$ cat src/hw/rtl/gb18030_text_statistics_counter_assert.svh
// Assertion macros shared by the text statistics counter RTL.
// Depends on nothing; included by the modules that carry checks.
`ifndef GB18030_TEXT_STATISTICS_COUNTER_ASSERT_SVH
`define GB18030_TEXT_STATISTICS_COUNTER_ASSERT_SVH

// Same-cycle implication, held off during reset
`define GTSC_ASSERT_IMP(label, clk, rst, ante, cons, msg) \
   label: assert property (@(posedge clk) disable iff (rst) (ante) |-> (cons)) \
      else $error(msg);

// Next-cycle implication, held off during reset
`define GTSC_ASSERT_NXT(label, clk, rst, ante, cons, msg) \
   label: assert property (@(posedge clk) disable iff (rst) (ante) |=> (cons)) \
      else $error(msg);

`endif

$ cat src/hw/rtl/gtsc_pkg.sv
// Shared types, constants and helpers of the GB18030 text statistics counter.
// No dependencies.
package gtsc_pkg;

   // Sizes
   localparam int PATTERN_MAX = 8;
   localparam int COUNT_WIDTH = 32;
   localparam int OUT_WIDTH   = 32;
   localparam int BYTE_WIDTH  = 8;
   localparam int PLEN_WIDTH  = 4;
   localparam int PAT_WIDTH   = BYTE_WIDTH * PATTERN_MAX;
   localparam int NUM_TOTALS  = 7;
   localparam int SAT_WIDTH   = (COUNT_WIDTH > OUT_WIDTH) ? COUNT_WIDTH : OUT_WIDTH;

   // Total indexes
   localparam int T_OCC     = 0;
   localparam int T_WORD    = 1;
   localparam int T_CHAR    = 2;
   localparam int T_CHAR_SP = 3;
   localparam int T_PARA    = 4;
   localparam int T_LINE    = 5;
   localparam int T_NONCH   = 6;

   // Byte codes
   localparam logic [BYTE_WIDTH-1:0] NUL_BYTE   = 8'h00;
   localparam logic [BYTE_WIDTH-1:0] LINE_FEED  = 8'h0A;
   localparam logic [BYTE_WIDTH-1:0] TAB_BYTE   = 8'd9;
   localparam logic [BYTE_WIDTH-1:0] SPACE_BYTE = 8'd32;
   localparam logic [BYTE_WIDTH-1:0] PRINT_LO   = 8'd33;
   localparam logic [BYTE_WIDTH-1:0] PRINT_HI   = 8'd126;
   localparam logic [BYTE_WIDTH-1:0] LEAD_LO    = 8'h81;
   localparam logic [BYTE_WIDTH-1:0] LEAD_HI    = 8'hFE;
   localparam logic [BYTE_WIDTH-1:0] TRAIL_LO   = 8'h40;
   localparam logic [BYTE_WIDTH-1:0] TRAIL_MID  = 8'h7E;
   localparam logic [BYTE_WIDTH-1:0] TRAIL_UP   = 8'h80;
   localparam logic [BYTE_WIDTH-1:0] DIGIT_LO   = 8'h30;
   localparam logic [BYTE_WIDTH-1:0] DIGIT_HI   = 8'h39;

   localparam logic [COUNT_WIDTH-1:0] CNT_MAX = {COUNT_WIDTH{1'b1}};
   localparam logic [OUT_WIDTH-1:0]   OUT_MAX = {OUT_WIDTH{1'b1}};

   // Per-byte control for the match cells
   typedef struct packed {
      logic advance;  // item transfer this cycle
      logic step;     // byte takes part in matching (not NUL)
      logic clear;    // line end or full match
   } match_ctrl_type;

   // Counter bumps from the classifier
   typedef struct packed {
      logic word;
      logic char_ns;
      logic char_sp;
      logic para;
      logic line;
      logic nonch;
   } class_inc_type;

   // Clamp a counter to the output width
   function automatic logic [OUT_WIDTH-1:0] sat_out(input logic [COUNT_WIDTH-1:0] value);
      logic [SAT_WIDTH-1:0] wide;
      wide = SAT_WIDTH'(value);
      if (wide > SAT_WIDTH'(OUT_MAX)) begin
         return OUT_MAX;
      end
      return OUT_WIDTH'(wide);
   endfunction

endpackage

$ cat src/hw/rtl/gtsc_match_cell.sv
// One cell of the pattern match chain: holds one partial-match bit.
// Depends on gtsc_pkg.
module gtsc_match_cell
   import gtsc_pkg::*;
(
   input  logic                  clock,
   input  logic                  reset,
   input  match_ctrl_type        ctrl,
   input  logic [BYTE_WIDTH-1:0] text_byte,
   input  logic [BYTE_WIDTH-1:0] pattern_byte,
   input  logic                  prev_hit,   // neighbor matched up to here
   input  logic                  active,     // cell lies within pattern length
   input  logic                  keep,       // cell is not the final position
   output logic                  hit,
   output logic                  state
);

   logic state_ff;
   logic state_in;

   // Extend the neighbor's prefix by this byte
   assign hit = ctrl.step & active & prev_hit & (pattern_byte == text_byte);

   always_comb begin
      state_in = state_ff;
      if (ctrl.advance) begin
         if (ctrl.clear) begin
            state_in = 1'b0;
         end else if (ctrl.step) begin
            state_in = keep & hit;
         end
      end
   end

   always_ff @(posedge clock) begin
      if (reset) begin
         state_ff <= 1'b0;
      end else begin
         state_ff <= state_in;
      end
   end

   assign state = state_ff;

endmodule

$ cat src/hw/rtl/gtsc_classifier.sv
// Byte classifier: word, character, line and GB18030 sequence tracking.
// Depends on gtsc_pkg and the assertion macro header.
`include "gb18030_text_statistics_counter_assert.svh"
module gtsc_classifier
   import gtsc_pkg::*;
(
   input  logic                  clock,
   input  logic                  reset,
   input  logic                  advance,
   input  logic [BYTE_WIDTH-1:0] text_byte,
   input  logic                  last_byte,
   output class_inc_type         inc
);

   typedef enum logic [1:0] {
      PH_NONE,
      PH_LEAD,
      PH_DIGIT,
      PH_LEAD2
   } phase_type;

   phase_type phase_ff, phase_in;
   logic      in_word_ff, in_word_in;
   logic      content_ff, content_in;

   logic is_nul, is_lf, line_end, is_lead, is_digit, is_trail, is_print, is_blank;

   assign is_nul   = (text_byte == NUL_BYTE);
   assign is_lf    = (text_byte == LINE_FEED);
   assign line_end = is_lf | last_byte;
   assign is_lead  = text_byte inside {[LEAD_LO:LEAD_HI]};
   assign is_digit = text_byte inside {[DIGIT_LO:DIGIT_HI]};
   assign is_trail = text_byte inside {[TRAIL_LO:TRAIL_MID], [TRAIL_UP:LEAD_HI]};
   assign is_print = text_byte inside {[PRINT_LO:PRINT_HI]};
   assign is_blank = text_byte inside {SPACE_BYTE, TAB_BYTE};

   // Next state and counter bumps for one byte
   always_comb begin
      phase_in   = phase_ff;
      in_word_in = in_word_ff;
      content_in = content_ff;
      inc        = '0;
      if (!is_nul && !is_lf) begin
         case (phase_ff)
            PH_NONE: begin
               if (is_blank) begin
                  if (in_word_in) begin
                     inc.word  = 1'b1;
                     inc.nonch = 1'b1;
                  end
                  in_word_in  = 1'b0;
                  inc.char_sp = 1'b1;
               end else if (is_print) begin
                  content_in  = 1'b1;
                  in_word_in  = 1'b1;
                  inc.char_ns = 1'b1;
                  inc.char_sp = 1'b1;
               end else if (is_lead) begin
                  if (in_word_in) begin
                     inc.word  = 1'b1;
                     inc.nonch = 1'b1;
                  end
                  in_word_in  = 1'b0;
                  content_in  = 1'b1;
                  inc.char_ns = 1'b1;
                  inc.char_sp = 1'b1;
                  phase_in    = PH_LEAD;
               end
            end
            PH_LEAD: begin
               if (is_trail) begin
                  inc.word = 1'b1;
                  phase_in = PH_NONE;
               end else if (is_digit) begin
                  phase_in = PH_DIGIT;
               end else begin
                  phase_in = PH_NONE;
               end
            end
            PH_DIGIT: begin
               phase_in = is_lead ? PH_LEAD2 : PH_NONE;
            end
            PH_LEAD2: begin
               inc.word = is_digit;
               phase_in = PH_NONE;
            end
            default: begin
               phase_in = PH_NONE;
            end
         endcase
      end
      // Line end closes the word, the paragraph and any pending sequence
      if (line_end) begin
         if (in_word_in) begin
            inc.word  = 1'b1;
            inc.nonch = 1'b1;
         end
         inc.para   = content_in;
         inc.line   = 1'b1;
         in_word_in = 1'b0;
         content_in = 1'b0;
         phase_in   = PH_NONE;
      end
   end

   always_ff @(posedge clock) begin
      if (reset) begin
         phase_ff   <= PH_NONE;
         in_word_ff <= 1'b0;
         content_ff <= 1'b0;
      end else if (advance) begin
         phase_ff   <= phase_in;
         in_word_ff <= in_word_in;
         content_ff <= content_in;
      end
   end

   // A pending sequence always started with a lead byte on this line
   `GTSC_ASSERT_IMP(a_phase_has_content, clock, reset, phase_ff != PH_NONE, content_ff, "sequence pending on a line without content")
   // Inside a sequence no ASCII word is open
   `GTSC_ASSERT_IMP(a_phase_no_word, clock, reset, phase_ff != PH_NONE, !in_word_ff, "open word during multibyte sequence")
   // A line end leaves the line state clear
   `GTSC_ASSERT_NXT(a_line_end_clear, clock, reset, advance && line_end, !content_ff && !in_word_ff && phase_ff == PH_NONE, "line state not cleared at line end")

endmodule

$ cat src/hw/rtl/gb18030_text_statistics_counter.sv
// Top level of the GB18030 text statistics counter: APB register port,
// match cell chain, classifier, saturating totals, result register.
// Depends on gtsc_pkg, gtsc_match_cell, gtsc_classifier and the macro header.
// Throughput: one byte per cycle while req_stall is low; each byte is fully handled in the cycle it transfers.
// The totals appear on rsp in the cycle after the transfer of the last byte.
// Only a last byte is held off, and only while a previous result is stalled at the output.
// Reset (synchronous): clears all totals, line state, match cells and result valid;
// pattern_bytes resets to 0 and pattern_length to 1.
`include "gb18030_text_statistics_counter_assert.svh"
module gb18030_text_statistics_counter
   import gtsc_pkg::*;
(
   input  logic                  clock,
   input  logic                  reset,
   // byte input
   input  logic                  req_valid,
   output logic                  req_stall,
   input  logic [BYTE_WIDTH-1:0] req_text_byte,
   input  logic                  req_last_byte,
   // totals output
   output logic                  rsp_valid,
   input  logic                  rsp_stall,
   output logic [OUT_WIDTH-1:0]  rsp_occurrence_count,
   output logic [OUT_WIDTH-1:0]  rsp_total_words,
   output logic [OUT_WIDTH-1:0]  rsp_char_count_no_space,
   output logic [OUT_WIDTH-1:0]  rsp_char_count_with_space,
   output logic [OUT_WIDTH-1:0]  rsp_paragraph_count,
   output logic [OUT_WIDTH-1:0]  rsp_total_lines,
   output logic [OUT_WIDTH-1:0]  rsp_non_chinese_words,
   // register port
   input  logic                  csr_psel,
   input  logic                  csr_penable,
   input  logic                  csr_pwrite,
   input  logic [3:0]            csr_paddr,
   input  logic [PAT_WIDTH-1:0]  csr_pwdata,
   output logic [PAT_WIDTH-1:0]  csr_prdata,
   output logic                  csr_pready
);

   localparam logic CSR_PATTERN_BYTES  = 1'b0;
   localparam logic CSR_PATTERN_LENGTH = 1'b1;

   // ---------------- register port ----------------
   logic [PAT_WIDTH-1:0]  pattern_ff;
   logic [PLEN_WIDTH-1:0] plen_ff;
   logic                  csr_write;
   logic                  csr_index;

   assign csr_pready = 1'b1;
   assign csr_write  = csr_psel & csr_penable & csr_pwrite & csr_pready;
   assign csr_index  = csr_paddr[3];

   always_ff @(posedge clock) begin
      if (reset) begin
         pattern_ff <= '0;
         plen_ff    <= PLEN_WIDTH'(1);
      end else if (csr_write) begin
         case (csr_index)
            CSR_PATTERN_BYTES:  pattern_ff <= csr_pwdata;
            CSR_PATTERN_LENGTH: plen_ff    <= csr_pwdata[PLEN_WIDTH-1:0];
            default: ;
         endcase
      end
   end

   always_comb begin
      case (csr_index)
         CSR_PATTERN_BYTES:  csr_prdata = pattern_ff;
         CSR_PATTERN_LENGTH: csr_prdata = PAT_WIDTH'(plen_ff);
         default:            csr_prdata = '0;
      endcase
   end

   // ---------------- handshake ----------------
   logic req_fire;
   logic rsp_valid_ff;
   logic line_end;

   assign req_stall = rsp_valid_ff & rsp_stall & req_last_byte;
   assign req_fire  = req_valid & ~req_stall;
   assign line_end  = (req_text_byte == LINE_FEED) | req_last_byte;

   // ---------------- match chain ----------------
   logic [PLEN_WIDTH-1:0]  eff_len;
   logic [PATTERN_MAX-1:0] match_hit;
   logic [PATTERN_MAX-1:0] match_state;
   logic [PATTERN_MAX-1:0] cell_prev;
   logic [PATTERN_MAX-1:0] cell_active;
   logic [PATTERN_MAX-1:0] cell_keep;
   logic [PATTERN_MAX-1:0] cell_last;
   logic                   full_match;
   match_ctrl_type         mctrl;

   // Length 0 acts as 1, oversize as the maximum
   always_comb begin
      if (plen_ff == '0) begin
         eff_len = PLEN_WIDTH'(1);
      end else if (plen_ff > PLEN_WIDTH'(PATTERN_MAX)) begin
         eff_len = PLEN_WIDTH'(PATTERN_MAX);
      end else begin
         eff_len = plen_ff;
      end
   end

   assign full_match    = |(match_hit & cell_last);
   assign mctrl.advance = req_fire;
   assign mctrl.step    = (req_text_byte != NUL_BYTE);
   assign mctrl.clear   = line_end | full_match;

   for (genvar k = 0; k < PATTERN_MAX; k++) begin : g_cell
      if (k == 0) begin : g_head
         assign cell_prev[k] = 1'b1;
      end else begin : g_body
         assign cell_prev[k] = match_state[k-1];
      end
      assign cell_active[k] = (PLEN_WIDTH'(k) < eff_len);
      assign cell_keep[k]   = (PLEN_WIDTH'(k + 1) < eff_len);
      assign cell_last[k]   = (PLEN_WIDTH'(k + 1) == eff_len);

      gtsc_match_cell u_cell (
         .clock        (clock),
         .reset        (reset),
         .ctrl         (mctrl),
         .text_byte    (req_text_byte),
         .pattern_byte (pattern_ff[k*BYTE_WIDTH +: BYTE_WIDTH]),
         .prev_hit     (cell_prev[k]),
         .active       (cell_active[k]),
         .keep         (cell_keep[k]),
         .hit          (match_hit[k]),
         .state        (match_state[k])
      );
   end

   // ---------------- classifier ----------------
   class_inc_type cinc;

   gtsc_classifier u_classifier (
      .clock     (clock),
      .reset     (reset),
      .advance   (req_fire),
      .text_byte (req_text_byte),
      .last_byte (req_last_byte),
      .inc       (cinc)
   );

   // ---------------- totals ----------------
   logic [NUM_TOTALS-1:0]  bump;
   logic [COUNT_WIDTH-1:0] count_ff [NUM_TOTALS];
   logic [COUNT_WIDTH-1:0] count_in [NUM_TOTALS];
   logic [OUT_WIDTH-1:0]   out_ff   [NUM_TOTALS];

   always_comb begin
      bump            = '0;
      bump[T_OCC]     = full_match;
      bump[T_WORD]    = cinc.word;
      bump[T_CHAR]    = cinc.char_ns;
      bump[T_CHAR_SP] = cinc.char_sp;
      bump[T_PARA]    = cinc.para;
      bump[T_LINE]    = cinc.line;
      bump[T_NONCH]   = cinc.nonch;
   end

   for (genvar i = 0; i < NUM_TOTALS; i++) begin : g_total
      // Saturating increment
      assign count_in[i] = (bump[i] && count_ff[i] != CNT_MAX) ?
                           count_ff[i] + COUNT_WIDTH'(1) : count_ff[i];

      always_ff @(posedge clock) begin
         if (reset) begin
            count_ff[i] <= '0;
         end else if (req_fire) begin
            count_ff[i] <= req_last_byte ? '0 : count_in[i];
         end
      end

      // Result register, loaded on the last byte
      always_ff @(posedge clock) begin
         if (req_fire && req_last_byte) begin
            out_ff[i] <= sat_out(count_in[i]);
         end
      end
   end

   always_ff @(posedge clock) begin
      if (reset) begin
         rsp_valid_ff <= 1'b0;
      end else if (req_fire && req_last_byte) begin
         rsp_valid_ff <= 1'b1;
      end else if (!rsp_stall) begin
         rsp_valid_ff <= 1'b0;
      end
   end

   assign rsp_valid                 = rsp_valid_ff;
   assign rsp_occurrence_count      = out_ff[T_OCC];
   assign rsp_total_words           = out_ff[T_WORD];
   assign rsp_char_count_no_space   = out_ff[T_CHAR];
   assign rsp_char_count_with_space = out_ff[T_CHAR_SP];
   assign rsp_paragraph_count       = out_ff[T_PARA];
   assign rsp_total_lines           = out_ff[T_LINE];
   assign rsp_non_chinese_words     = out_ff[T_NONCH];

   // The final pattern position never holds a partial match
   `GTSC_ASSERT_IMP(a_tail_cell_idle, clock, reset, 1'b1, !match_state[PATTERN_MAX-1], "tail set")
   // A line end clears every partial match
   `GTSC_ASSERT_NXT(a_line_end_match_clear, clock, reset, req_fire && line_end, match_state == '0, "match kept")
   // The last byte produces a result with at least one line and clears the totals
   `GTSC_ASSERT_NXT(a_last_result, clock, reset, req_fire && req_last_byte, rsp_valid_ff && rsp_total_lines != '0 && count_ff[T_LINE] == '0, "no totals")

endmodule

$ cat config.mk
export PLATFORM = sky130hd
export DESIGN_NAME = gb18030_text_statistics_counter
export DESIGN_NICKNAME = d
export VERILOG_FILES = /design/src/hw/rtl/gtsc_pkg.sv /design/src/hw/rtl/gtsc_match_cell.sv /design/src/hw/rtl/gtsc_classifier.sv /design/src/hw/rtl/gb18030_text_statistics_counter.sv
export VERILOG_INCLUDE_DIRS = /design/src /design/src/hw/rtl
export SDC_FILE = /design/constraint.sdc
export NUM_CORES = 1
export LEC_CHECK = 0
export BUFFER_PORTS_ARGS = -buffer_cell sky130_fd_sc_hd__buf_2
export CAP_MARGIN = 15
export CORE_AREA = 2 2 201 223
export CTS_BUF_LIST = sky130_fd_sc_hd__clkbuf_2
export CTS_CLUSTER_DIAMETER = 80
export CTS_CLUSTER_SIZE = 12
export DETAILED_ROUTE_END_ITERATION = 7
export DIE_AREA = 0 0 203 225
export PLACE_DENSITY = 0.92
export REMOVE_ABC_BUFFERS = 1
export SLEW_MARGIN = 20
export SYNTH_ARGS = -nofsm -noshare
export SYNTH_HDL_FRONTEND = slang
export SYNTH_SLANG_ARGS = --single-unit
$ cat constraint.sdc
create_clock -name clock -period 8.6 [get_ports clock]
set_input_delay 0 -clock clock [delete_from_list [all_inputs] [get_ports clock]]
set_output_delay 0 -clock clock [all_outputs]
set_load 0.05 [all_outputs]
== Word level (Yosys, flattened, before mapping) ==
Memory sizes are Yosys's and may differ from the RTL's.
Index checks and enable logic that the tools add are counted.

* Bits in writable memories: 448
* Bits in registers: 80
* Bits of input ports: 84
* Memories: 2
* Output and inout bits: 291
* Logic and storage cells: 278

{| class="wikitable"
|+ Memory list
! name !! words !! bits a word !! read ports !! clocked after memory_dff !! wr ports !! line !! source
|-
| count_ff || 7 || 32 || 7 || 0 || 7 || gb18030_text_statistics_counter.sv:148 || <nowiki>logic [COUNT_WIDTH-1:0] count_ff [NUM_TOTALS];</nowiki>
|-
| out_ff || 7 || 32 || 7 || 0 || 7 || gb18030_text_statistics_counter.sv:150 || <nowiki>logic [OUT_WIDTH-1:0] out_ff [NUM_TOTALS];</nowiki>
|}

* Reduce and logical (&&, ||, !) cells: 29
* Equal/unequal tests: 33
* Add/sub/neg operators: 7
* Muxes and demuxes: 123
* $lt $le $gt $ge: 24
* Bitwise operators: 47

{| class="wikitable"
|+ Operators with widths
! cell !! number
|-
| two-way mux 32 bit || 42
|-
| adder 32 x 1 -> 32 bit, second input constant || 7
|-
| > comparator 32 bit, second input constant || 7
|-
| != test 32 bit, second input constant || 7
|-
| case mux 64 bit (2 select lines) || 1
|-
| equality test 8 bit || 8
|-
| two-way mux 1 bit || 63
|-
| AND 1 bit || 35
|-
| two-way mux 2 bit || 10
|-
| equality test 3 x 4 -> 1 bit, first input constant || 4
|-
| equality test 8 x 4 -> 1 bit, second input constant || 2
|-
| >= comparator 8 x 6 -> 1 bit, second input constant || 2
|-
| >= comparator 8 bit, second input constant || 2
|-
| less-than comparator 3 x 4 -> 1 bit, first input constant || 4
|-
| logical AND 1 bit || 14
|-
| two-way mux 3 bit || 3
|-
| bitwise OR 1 bit || 9
|-
| AND 8 bit || 1
|-
| equality test 2 x 4 -> 1 bit, first input constant || 2
|-
| equality test 8 x 6 -> 1 bit, second input constant || 1
|-
| >= comparator 8 x 7 -> 1 bit, second input constant || 1
|-
| <= comparator 8 x 6 -> 1 bit, second input constant || 1
|-
| <= comparator 8 x 7 -> 1 bit, second input constant || 1
|-
| <= comparator 8 bit, second input constant || 1
|-
| 23 further kinds || 35
|}

== Depth between registers and ports, before layout ==
Gate-level depths: netlist of run 1.

* Word-level depth: 16
* Depth in mapped cells: 11
* Gate-level depth less buffers: 8

== Hierarchy ==
Synthesis of run 1 repeated with hierarchy kept, for this count alone.

* Cell total of the unflattened synthesis: 2375
* Area, all modules: 26629.3 um2

{| class="wikitable"
|+ Modules (own cells, without submodules)
! module !! instances !! seq. area each (um2) !! area each (um2) !! cells each
|-
| gb18030_text_statistics_counter || 1 || 14834.2 || 24932.7 || 2176
|-
| gtsc_match_cell || 8 || 20.0 || 155.1 || 18
|-
| gtsc_classifier || 1 || 80.1 || 455.4 || 55
|}

== Worst setup path before layout of run 1 ==
OpenSTA, ideal clock, no wires.

* Path type: reg-to-reg
* Start point: register rsp_valid_ff, in the netlist rsp_valid
* End point: memory out_ff[0][0] (enable)
* Data required time: 7.986 ns
* Path slack: 2.135 ns
* Stages on the path, launching flop included: 3
* Arrival: 5.851 ns
* Clock period less this slack: 6.465 ns
* Path buffers: 0
* Library setup time: 0.614 ns
* Cells stage by stage: dfxtp_1 nand3_1 and3_1

{| class="wikitable"
|+ RTL lines
! what !! line !! source
|-
| start: declaration || gb18030_text_statistics_counter.sv:76 || <nowiki>logic rsp_valid_ff;</nowiki>
|-
| start signal: assignment || gb18030_text_statistics_counter.sv:186 || <nowiki>rsp_valid_ff <= 1'b0;</nowiki>
|-
| start signal: assignment || gb18030_text_statistics_counter.sv:188 || <nowiki>rsp_valid_ff <= 1'b1;</nowiki>
|-
| start signal: assignment || gb18030_text_statistics_counter.sv:190 || <nowiki>rsp_valid_ff <= 1'b0;</nowiki>
|-
| end: declaration || gb18030_text_statistics_counter.sv:150 ||
|}

==> results.md, run 1 <==
* Leakage at 12.0 nW
* DR WL/cell at 23.1 um
* Status: complete, no violations
* DRC at 0
* Synth top cells by count: 448 x edfxtp_1, 334 x nand2_1, 142 x and2_1, 133 x a21oi_1, 114 x xor2_1
* CTS Sinks at 528
* Postcts setup bufs at 0
* CTS tree: yes
* Inserted Clock Buffers at 50
* CP Launch Type: flop
* WL final at 81300 um
* #FFs+latches synth at 528
* Post-synthesis mux area share at 0.0242
* Hold slack at 215 ps
* Global-route wire length before repair at 124000 um
* Ys async rst share at 0
* Crit-path leading delay family: simple AND/OR/NAND/NOR gates
* Via count at 22600
* Hold Crit Class: in -> reg
* Total die area at 45700 um2
* Largest fanout on the critical path at 51
* Worst vdd ir at 0.112 mV
* Crit Path Class: reg -> reg
* Finished Core Util at 0.727
* Max_cap viols at 0
* Dpl cell area at 28000 um2
* Starting Density at 0.597
* Synth Cell Area at 25800 um2
* Final setup viols at 0
* Final instance area at 31400 um2
* Top cells by area, synth: edfxtp_1 52%, dfxtp_1 6.2%, nand2_1 4.9%
* Worst EP required at 9470 ps
* Largest net degree at the start of global routing at 206
* Post-synthesis sequential area ratio at 0.584
* Library cells used by synthesis at 69
* Clk_skew at 96.7 ps
* Slew margin rel. at 0.0910
* Final max-slew violation count at 0
* Area leader, netlist: edfxtp_1
* Final Hold Vio Count at 0
* Simple-Gate Fraction of Synth Area at 0.231
* Height of the die at 225 um
* CP startpoint: pattern_ff[21]$_SDFFE_PP0P_
* Initial antenna violation count at 7
* Syn avg cell area at 11.1 um2
* Clock Latency Late Sink at 1130 ps
* Synth Area in XOR/XNOR at 0.0758
* Max Clk Rate at 227 MHz
* Layout cells sized above 1 at 0.168
* Worst Min Path Start: req_last_byte
* Final period util at 0.513
* Worst-path clk slew at 290 ps
* Internal reg-to-reg setup slack at 4190 ps
* WP data arrival at 5280 ps
* Slowest CP cell: nor4_1
* Post-synth EDFFs at 448
* Grt total ovfl at 0
* Largest family of logic cells by synthesized area: simple AND/OR/NAND/NOR gates
* Power per cell area at 151 nW/um2
* Post-synthesis compound-gate area fraction at 0.0566
* Die Wd at 203 um
* Top cell type's share of synthesized area at 0.522
* Max Root-Sink Buffers at 3
* Overall Global Routing Usage at 0.350
* H-tree levels at 2
* Buf/Inv on CP at 1
* Vias in the first global route at 22200
* Detail Route Antenna Nets at 0
* Core area at 43100 um2
* Synth Flop Type: edfxtp_1
* Unrepaired setup endpoints after global routing: no
* PostCTS Resize Cnt at 0
* Port Buffers at 370
* Iter 0 DRT Violations at 2700
* Pre-antenna DRT Iters at 7
* R2r startpoint: pattern_ff[21]$_SDFFE_PP0P_
* RePlAce Congestion at 0.935
* Final min period at 4410 ps
* Synthesized instance count at 2315
* Final-stage net count at 3012
* IO Count at 375
* CTS root buffer: clkbuf_2
* Top-count cell post-synth: edfxtp_1
* Synthesis-to-finish area growth at 21.8%
* Site Rows at 80
* Adder and majority gate portion of the synthesized area at 0.00340
* Worst slew pin tran at 1350 ps
* Syn. warnings at 0
* Post-DP HPWL at 43400 um
* Worst Setup End Kind: flop
* Worst path cell trace: xor2_1 -> nor4_1 -> nand4_1 -> a311oi_2 -> o32ai_4 -> buf_4 -> or3_1 -> a21oi_1
* Slowest cell delay on critical path at 1180 ps
* Via/cell ratio at 6.43
[report_power, final]
group	internal, mW	total [mW]	switching, mW
clock network	0.236	1.07	0.833
logic	0.196	0.657	0.461
registers	2.91	3.01	0.0979
[placed cells by master, fill, tap and decap left out, drive strengths merged, types with 3 or more instances in the layout]
cell         synthesis  routed
a21o                 4       4
a21oi              134     134
a22o                 4       4
a31oi                3       3
and2               143     143
and3                50      50
and4                27      27
buf                 32     387
clkbuf             100      67
dfxtp               80      80
diode                0       5
dlygate4sd3          0     299
edfxtp             448     448
ha                   7       7
inv                 22      25
mux2                10      10
mux2i               51      51
nand2              334     334
nand2b              45      45
nand3              101     101
nand4               82      82
nand4b              11      11
nor2                45      45
nor2b               62      62
nor3                58      58
nor3b                4       4
nor4                45      45
nor4b               12      12
o21ai               41      41
o31ai               29      29
or2                  6       6
or3                 41      41
or4                 28      28
xnor2              109     109
xor2               114     114
[kinds of logic after synthesis]
logic type	count (synthesis)
buffers and inverters	154
XOR/XNOR	223
adder cells (fa/ha/maj)	7
multiplexers	61
flip-flops	528
other	1
AND/OR/NAND/NOR	1100
AO/OA/AOI/OAI	241
[tightest hold or removal path, cell delays in order]
cell           delay, ps
dlygate4sd3_1        530
buf_2                210
and3_4               360
[worst paths after layout]
| kind | endpoint | cells past startpoint |
|---|---|---|
| setup / recovery | count_ff[0][24]$_SDFFCE_PP0P_ | 8 |
| hold / removal | out_ff[4][4]$_DFFE_PP_ | 3 |
| setup reg to reg | count_ff[0][24]$_SDFFCE_PP0P_ | 8 |
| hold reg to reg | u_classifier.content_ff$_SDFFE_PP0P_ | 2 |
[layout make-up]
| type | instances | area (um2) |
|---|---|---|
| Multi-Input combinational cell | 1633 | 10100 |
| Sequential cell | 528 | 15100 |
| Clock buffer | 67 | 335 |
| Antenna cell | 5 | 12.5 |
| Clock inverter | 5 | 52.6 |
| Tap cell | 574 | 718 |
| Inverter | 22 | 90.1 |
| Timing Repair Buffer | 686 | 4990 |
| Fill cell | 2584 | 11800 |
[sequential cells by signal (all words and copies together) (netlist names)]
| signal | count |
|---|---|
| u_classifier.in_word_ff | 1 |
| rsp_valid | 1 |
| out_ff | 224 |
| u_classifier.phase_ff | 2 |
| g_cell.u_cell.state | 7 |
| plen_ff | 4 |
| count_ff | 224 |
| u_classifier.content_ff | 1 |
| pattern_ff | 64 |
[what timing repair did]
item / in CTS / in global routing
endpoints found under the setup margin: 0 / 0
endpoints found under the hold margin: 271 / 0
hold buffers: 299 / 0
[metal layers]
metal / vias to the layer above / GRT usage / wire length, um
li1: 9628 / - / -
met1: 10400 / 0.407 / 26800
met2: 1930 / 0.553 / 36800
met3: 655 / 0.107 / 10300
met4: 6 / 0.253 / 7340
met5: - / 0 / 32
[per-stage QoR]
stage / worst slack, ps / power (mW) / cells / setup TNS [ps]
2_1_floorplan: -3000 / 3.43 / 2183 / -203720
3_3_place_gp: 5400 / 3.58 / 3143 / 0
3_5_place_dp: 5260 / 3.60 / 3143 / 0
4_1_cts: 5250 / 4.68 / 3514 / 0
5_1_grt: 4360 / 4.86 / 3518 / 0
6_report: 4190 / 4.73 / 3520 / 0
No activity file was read; power rests on OpenSTA's default activity.
==> inputs of run 2 (changes only) <==
clock period = 4.1 ns   (was 8.6 ns; I/O delays follow)
==> results.md, run 2 (synthesis results as in run 1) <==
* Status: complete, no violations
* Reg2Reg Capture Point: count_ff[0][2]$_SDFFCE_PP0P_
* Switching Fraction at 0.292
* WP data arrival at 4680 ps
* Largest fanout on the critical path at 31
* Max_cap viols at 0
* Post-route insts no fill at 3532
* Final-stage net count at 3021
* CTS tree: yes
* Site Rows at 80
* Core area at 43100 um2
* Flop pwr share at 0.637
* Inserted Clock Buffers at 50
* Worst-path clk slew at 280 ps
* Clk_skew at 135 ps
* End of the critical path: count_ff[0][2]$_SDFFCE_PP0P_
* Synthesis-to-finish area growth at 22.1%
* Worst vdd ir at 0.227 mV
* Crit Path Class: reg -> reg
* Buf/Inv on CP at 1
* Dpl cells at 3150
* Max Clk Rate at 264 MHz
* Worst path cell trace: xor2_1 -> nor4_1 -> nand4_1 -> a311oi_2 -> o32ai_4 -> buf_4 -> or3_1 -> a21oi_1
* CTS Sinks at 528
* CTS root buffer: clkbuf_2
* Layout cells sized above 1 at 0.169
* Via count at 22400
* Largest net degree at the start of global routing at 164
* R2r startpoint: pattern_ff[21]$_SDFFE_PP0P_
* Final setup viols at 0
* Post-DP HPWL at 43200 um
* Via/cell ratio at 6.33
* P_int at 7.01 mW
* Clock Latency Late Sink at 1160 ps
* Comb power frac at 0.139
* Register Area at 15100 um2
* Internal reg-to-reg setup slack at 320 ps
* Power per cell area at 315 nW/um2
* Crit-path leading delay family: simple AND/OR/NAND/NOR gates
* Pre-antenna DRT Iters at 8
* DRC at 0
* Postcts setup bufs at 0
* Worst slew pin tran at 1100 ps
* Die Wd at 203 um
* Final min period at 3780 ps
* Most frequent cells in the layout: 448 x edfxtp_1, 370 x buf_2, 334 x nand2_1, 302 x dlygate4sd3_1, 142 x and2_1
* Final max-slew violation count at 0
* Leakage at 12.1 nW
* Total die area at 45700 um2
* Iter 0 DRT Violations at 2613
* Overall Global Routing Usage at 0.342
* Multi-input logic area at 10100 um2
* Worst path depth at 8
* H-tree levels at 2
* Biggest regs: count_ff (224), out_ff (224), pattern_ff (64)
* DR WL/cell at 22.6 um
* CP Launch Type: flop
* Clock share of power at 0.225
* Commonest non-fill, non-tap cell in the layout: edfxtp_1
* Net Switching at 2.89 mW
* Power, Total at 9.91 mW
* PostCTS Resize Cnt at 0
* Final Hold Vio Count at 0
* # fillers at 2612
* Starting Density at 0.597
* CP startpoint: pattern_ff[21]$_SDFFE_PP0P_
* Worst R2R Path Depth at 8
* Initial antenna violation count at 9
* Global-route wire length before repair at 121000 um
* Hold buffers post-CTS at 302
* Slowest cell delay on critical path at 950 ps
* Unrepaired setup endpoints after global routing: no
* Final period util at 0.922
* Port Buffers at 370
* Slowest CP cell: nor4_1
* Vias in the first global route at 21900
* Max Root-Sink Buffers at 3
* Slew margin rel. at 0.263
* Height of the die at 225 um
* RePlAce Congestion at 0.916
* IO Count at 375
* Grt total ovfl at 0
* Sum Neg Setup Slack at 0 ps
* Worst Setup End Kind: flop
* Hold Crit Class: in -> reg
* Worst EP required at 4990 ps
* Detail Route Antenna Nets at 0
* WL final at 79900 um
## run 2: power groups by stage
| stage | combinational [mW] | clock [mW] | sequential (mW) |
|---|---|---|---|
| 5_1_grt | 1.43 | 2.41 | 6.34 |
| 4_1_cts | 1.29 | 2.26 | 6.29 |
| 2_1_floorplan | 0.441 | 0 | 6.75 |
| 3_3_place_gp | 1.12 | 0 | 6.39 |
| 6_report | 1.37 | 2.23 | 6.31 |
| 3_5_place_dp | 1.14 | 0 | 6.41 |
## run 2: tightest hold or removal path, delay by kind of cell
family | cells | cell delay [ps]
buffers and inverters | 3 | 1230
muxes | 1 | 90
and+or+nand+nor | 1 | 90
## run 2: stage by stage
step                utilization  hold WS (ps)  setup slack (ps)  cell area (um2)
global route              0.729           220               177            31500
detailed placement        0.649           243               829            28000
floorplan                     -          69.1             -7500            25200
finish                    0.729           268               318            31500
CTS                       0.729          22.5               736            31400
global placement          0.649           239               914            28000
## run 2: worst min-delay path by stage
| stage | startpoint | endpoint | slack, ps | cells after the start |
|---|---|---|---|---|
| 2_1_floorplan | reset | pattern_ff[0]$_SDFFE_PP0P_ | 70 | 1 |
| 3_3_place_gp | csr_pwdata[34] | pattern_ff[34]$_SDFFE_PP0P_ | 240 | 3 |
| 3_5_place_dp | csr_pwdata[58] | pattern_ff[58]$_SDFFE_PP0P_ | 240 | 3 |
| 4_1_cts | reset | rsp_valid$_SDFFE_PP0P_ | 20 | 4 |
| 5_1_grt | req_text_byte[6] | u_classifier.in_word_ff$_SDFFE_PP0P_ | 220 | 4 |
| 6_report | csr_pwdata[3] | plen_ff[3]$_SDFFE_PP0P_ | 270 | 5 |
## run 2: routing by layer
metal  wire length, um  track usage
met5                 0            0
met3              8930       0.0951
met2             36400        0.547
met4              7030        0.241
met1             27500        0.401
## run 2: area by class of cell
| class | instances | share of cell area |
|---|---|---|
| clock buffer | 67 | 0.0107 |
| multi-input combinational | 1633 | 0.322 |
| timing repair buffer | 695 | 0.161 |
| antenna | 8 | 0.000636 |
| inverter | 22 | 0.00286 |
| clock inverter | 5 | 0.00163 |
| tap | 574 | 0.0228 |
| sequential | 528 | 0.479 |
